==> src/design/mcic_ffs.sv <==
// Lowest-set-bit finder shared by the acknowledge and tick source scans.
// No package dependencies.
module mcic_ffs (
	input  logic [31:0] vec,
	output logic [4:0]  idx
);
	always_comb begin
		idx = 5'd0;
		for (int i = 31; i >= 0; i--) begin
			if (vec[i]) begin
				idx = 5'(i);
			end
		end
	end
endmodule

==> config.mk <==
export PLATFORM = sky130hd
export DESIGN_NAME = mcic_ffs
export DESIGN_NICKNAME = d
export VERILOG_FILES = /design/src/design/mcic_ffs.sv
export SDC_FILE = /design/constraint.sdc
export NUM_CORES = 1
export LEC_CHECK = 0
export ABC_AREA = 1
export BUFFER_PORTS_ARGS = -buffer_cell sky130_fd_sc_hd__buf_2
export CAP_MARGIN = 10
export CORE_MARGIN = 3
export CORE_UTILIZATION = 25
export DETAILED_ROUTE_END_ITERATION = 10
export SLEW_MARGIN = 25
export SYNTH_ARGS = -nofsm -noshare
export SYNTH_HDL_FRONTEND = slang
export SYNTH_SLANG_ARGS = --single-unit
==> constraint.sdc <==
create_clock -name vclk -period 2.05
set_clock_uncertainty 0.2 [all_clocks]
set_input_delay 0.205 -clock vclk [all_inputs]
set_output_delay 0.205 -clock vclk [all_outputs]
set_load 0.1 [all_outputs]
==> flow_summary.toml <==
[outcome]
status = "finished with violations"
violations = "setup timing"

[place]
pre_cts_ws_ps = -415
place_hpwl_mm = 1.16
placedCellCount = 164
place.gp.congestion = 0.628
io_buffers = 37

[worst_setup_path]
max_stage_delay_ps = 190
cpMostUsedCell = "nand2_1"
crit_slowest_cell = "buf_12"
path_delay_family = "simple AND/OR/NAND/NOR gates"
cp-end-kind = "output pin"
worst-path-buf-inv = 3
worst-setup-path-type = "primary input to output pin"
crit_arrival_ps = 2000
start_kind = "primary input"
crit_fanout = 2
required_ps = 1640

[floorplan]
io_pins = 37
row_count = 14
start_util_pct = 27.8
core_region_area_um2 = 1560
die_h_um = 47.6
die_area_um2 = 2270
die_w_um = 47.6

[clock_tree]
cts_setup_buffers = 0
cts-hold-fix-buffers = 0

[detailed_routing]
viasPerCell = 4.34
ant_nets = 0
wl_met1_um = 530
routedWlPerCell_um = 7.98
drcViolationCount = 0
route.met3.wl_um = 85
vias = 712
met2WireLength_um = 693
drt_wl_total_mm = 1.31
firstDrtPassIters = 4
routed.top_layer = "met3"
drt_iter0_drc = 6

[cells_and_area]
design.seq.count = 0
finalNetCount = 182
register_area_um2 = 0
antenna_cells = 0
final_common_cell = "nand2_1"
fillers = 175
stdcell_count = 164
layout_common_cells = "nand2_1 (35), inv_1 (31), buf_2 (31)"
area_growth_pct = 102
layout-drive-gt1-share_pct = 39.9
num-clock-buffers = 0

[yosys]
synth_warnings = 0
syn_avg_cell_area_um2 = 4.24
netlist_area_um2 = 433
synth_fp_nets = 134
synth-seq-area-share_pct = 0
synthCells = 102
synth_cell_type_count = 13

[global_routing]
grt_pass1_wl_mm = 2.06
grt_start_max_net_pins = 4
grt_pass1_vias = 588
grt_overflow_total = 0
track_usage_pct = 11.7
antenna_found_initial = 0

[run]
cap_viol_max_count = 0

[sta]
finalWorstSetupSlack_ps = -354
rsz0062_at_grt = "true"
finalCritPeriodShare_pct = 117
finalCriticalPeriod_ps = 2400
max_slew_margin_pct = 67.7
max_freq_ghz = 0.416
hold_viol = 0
worstMarginPinSlew_ps = 489
setup_viol = 2
timing.final.max_slew_violations = 0

[power_and_ir_drop]
ir_worst_vdd_uv = 96.3
switching_share_pct = 54.4
combPwrFrac_pct = 100.0
clockPowerShare_pct = 0
pwr-share-seq_pct = 0
p_int_mw = 0.0710
p_leak_nw = 0.528
power.density_nw_per_um2 = 178
p_switching_mw = 0.0847

[worst_hold_path]
hold_path_end = "idx[0]"
holdCritPathClass = "primary input to output pin"
min_path_cells = 3
hp-start = "vec[0]"
-- cells in the mapped netlist --
cell type | n | area share (%)
nand2_1 | 36 | 31
inv_1 | 33 | 29
nor2_1 | 12 | 10
nand3_1 | 7 | 8.1
nor4_1 | 3 | 4.3
a31oi_1 | 2 | 2.9
o21ai_0 | 2 | 2.3
o311ai_0 | 2 | 4.0
a21boi_0 | 1 | 1.7
a21oi_1 | 1 | 1.2
a21oi_2 | 1 | 2.0
and3_1 | 1 | 1.4
o211ai_1 | 1 | 1.7
-- routing by layer --
layer	up-vias	GRT usage [%]
met5	-	0
met4	0	0
met3	0	0
met2	21	23.0
met1	291	14.9
li1	400	-
-- power by group through the flow --
stage	registers, mW	logic (mW)	clock network, mW
3_5_place_dp	0	0.141	0
6_report	0	0.156	0
2_1_floorplan	0	0.0724	0
3_3_place_gp	0	0.139	0
5_1_grt	0	0.173	0
4_1_cts	0	0.150	0
-- worst max path at each step --
stage,from,end,slack (ps),depth (start not counted)
floorplan,vec[30],idx[0],-390,31
global placement,vec[30],idx[0],-390,33
detailed placement,vec[30],idx[0],-410,33
CTS,vec[30],idx[0],-380,33
global route,vec[30],idx[0],-670,33
finish,vec[30],idx[0],-350,33
-- per-stage QoR --
stage	TNS, ps	area [µm²]	util [%]	hold slack (ps)	power (mW)
finish	-385	875	56.1	516	0.156
global route	-899	875	56.1	529	0.173
detailed placement	-598	803	51.5	516	0.141
global placement	-559	803	51.5	514	0.139
CTS	-463	837	53.7	516	0.150
floorplan	-395	470	-	304	0.0724
-- timing repair --
action | 4_1_cts | 5_1_grt
gates resized for setup | 11 | 7
pin swaps | 6 | 7
endpoints found under the setup margin | 2 | 3
-- area by class of cell --
type	count	area [µm²]	share of cell area (%)
timing repair buffer	46	337	38.5
inverter	33	128	14.6
tap	16	20.0	2.29
multi-input combinational	69	390	44.6
-- kinds of logic after synthesis --
group | after synthesis | synth area share [%]
compound gates | 10 | 15.9
simple gates | 59 | 55.5
buf+inv | 33 | 28.6
Power figures use the tool's default switching activity.
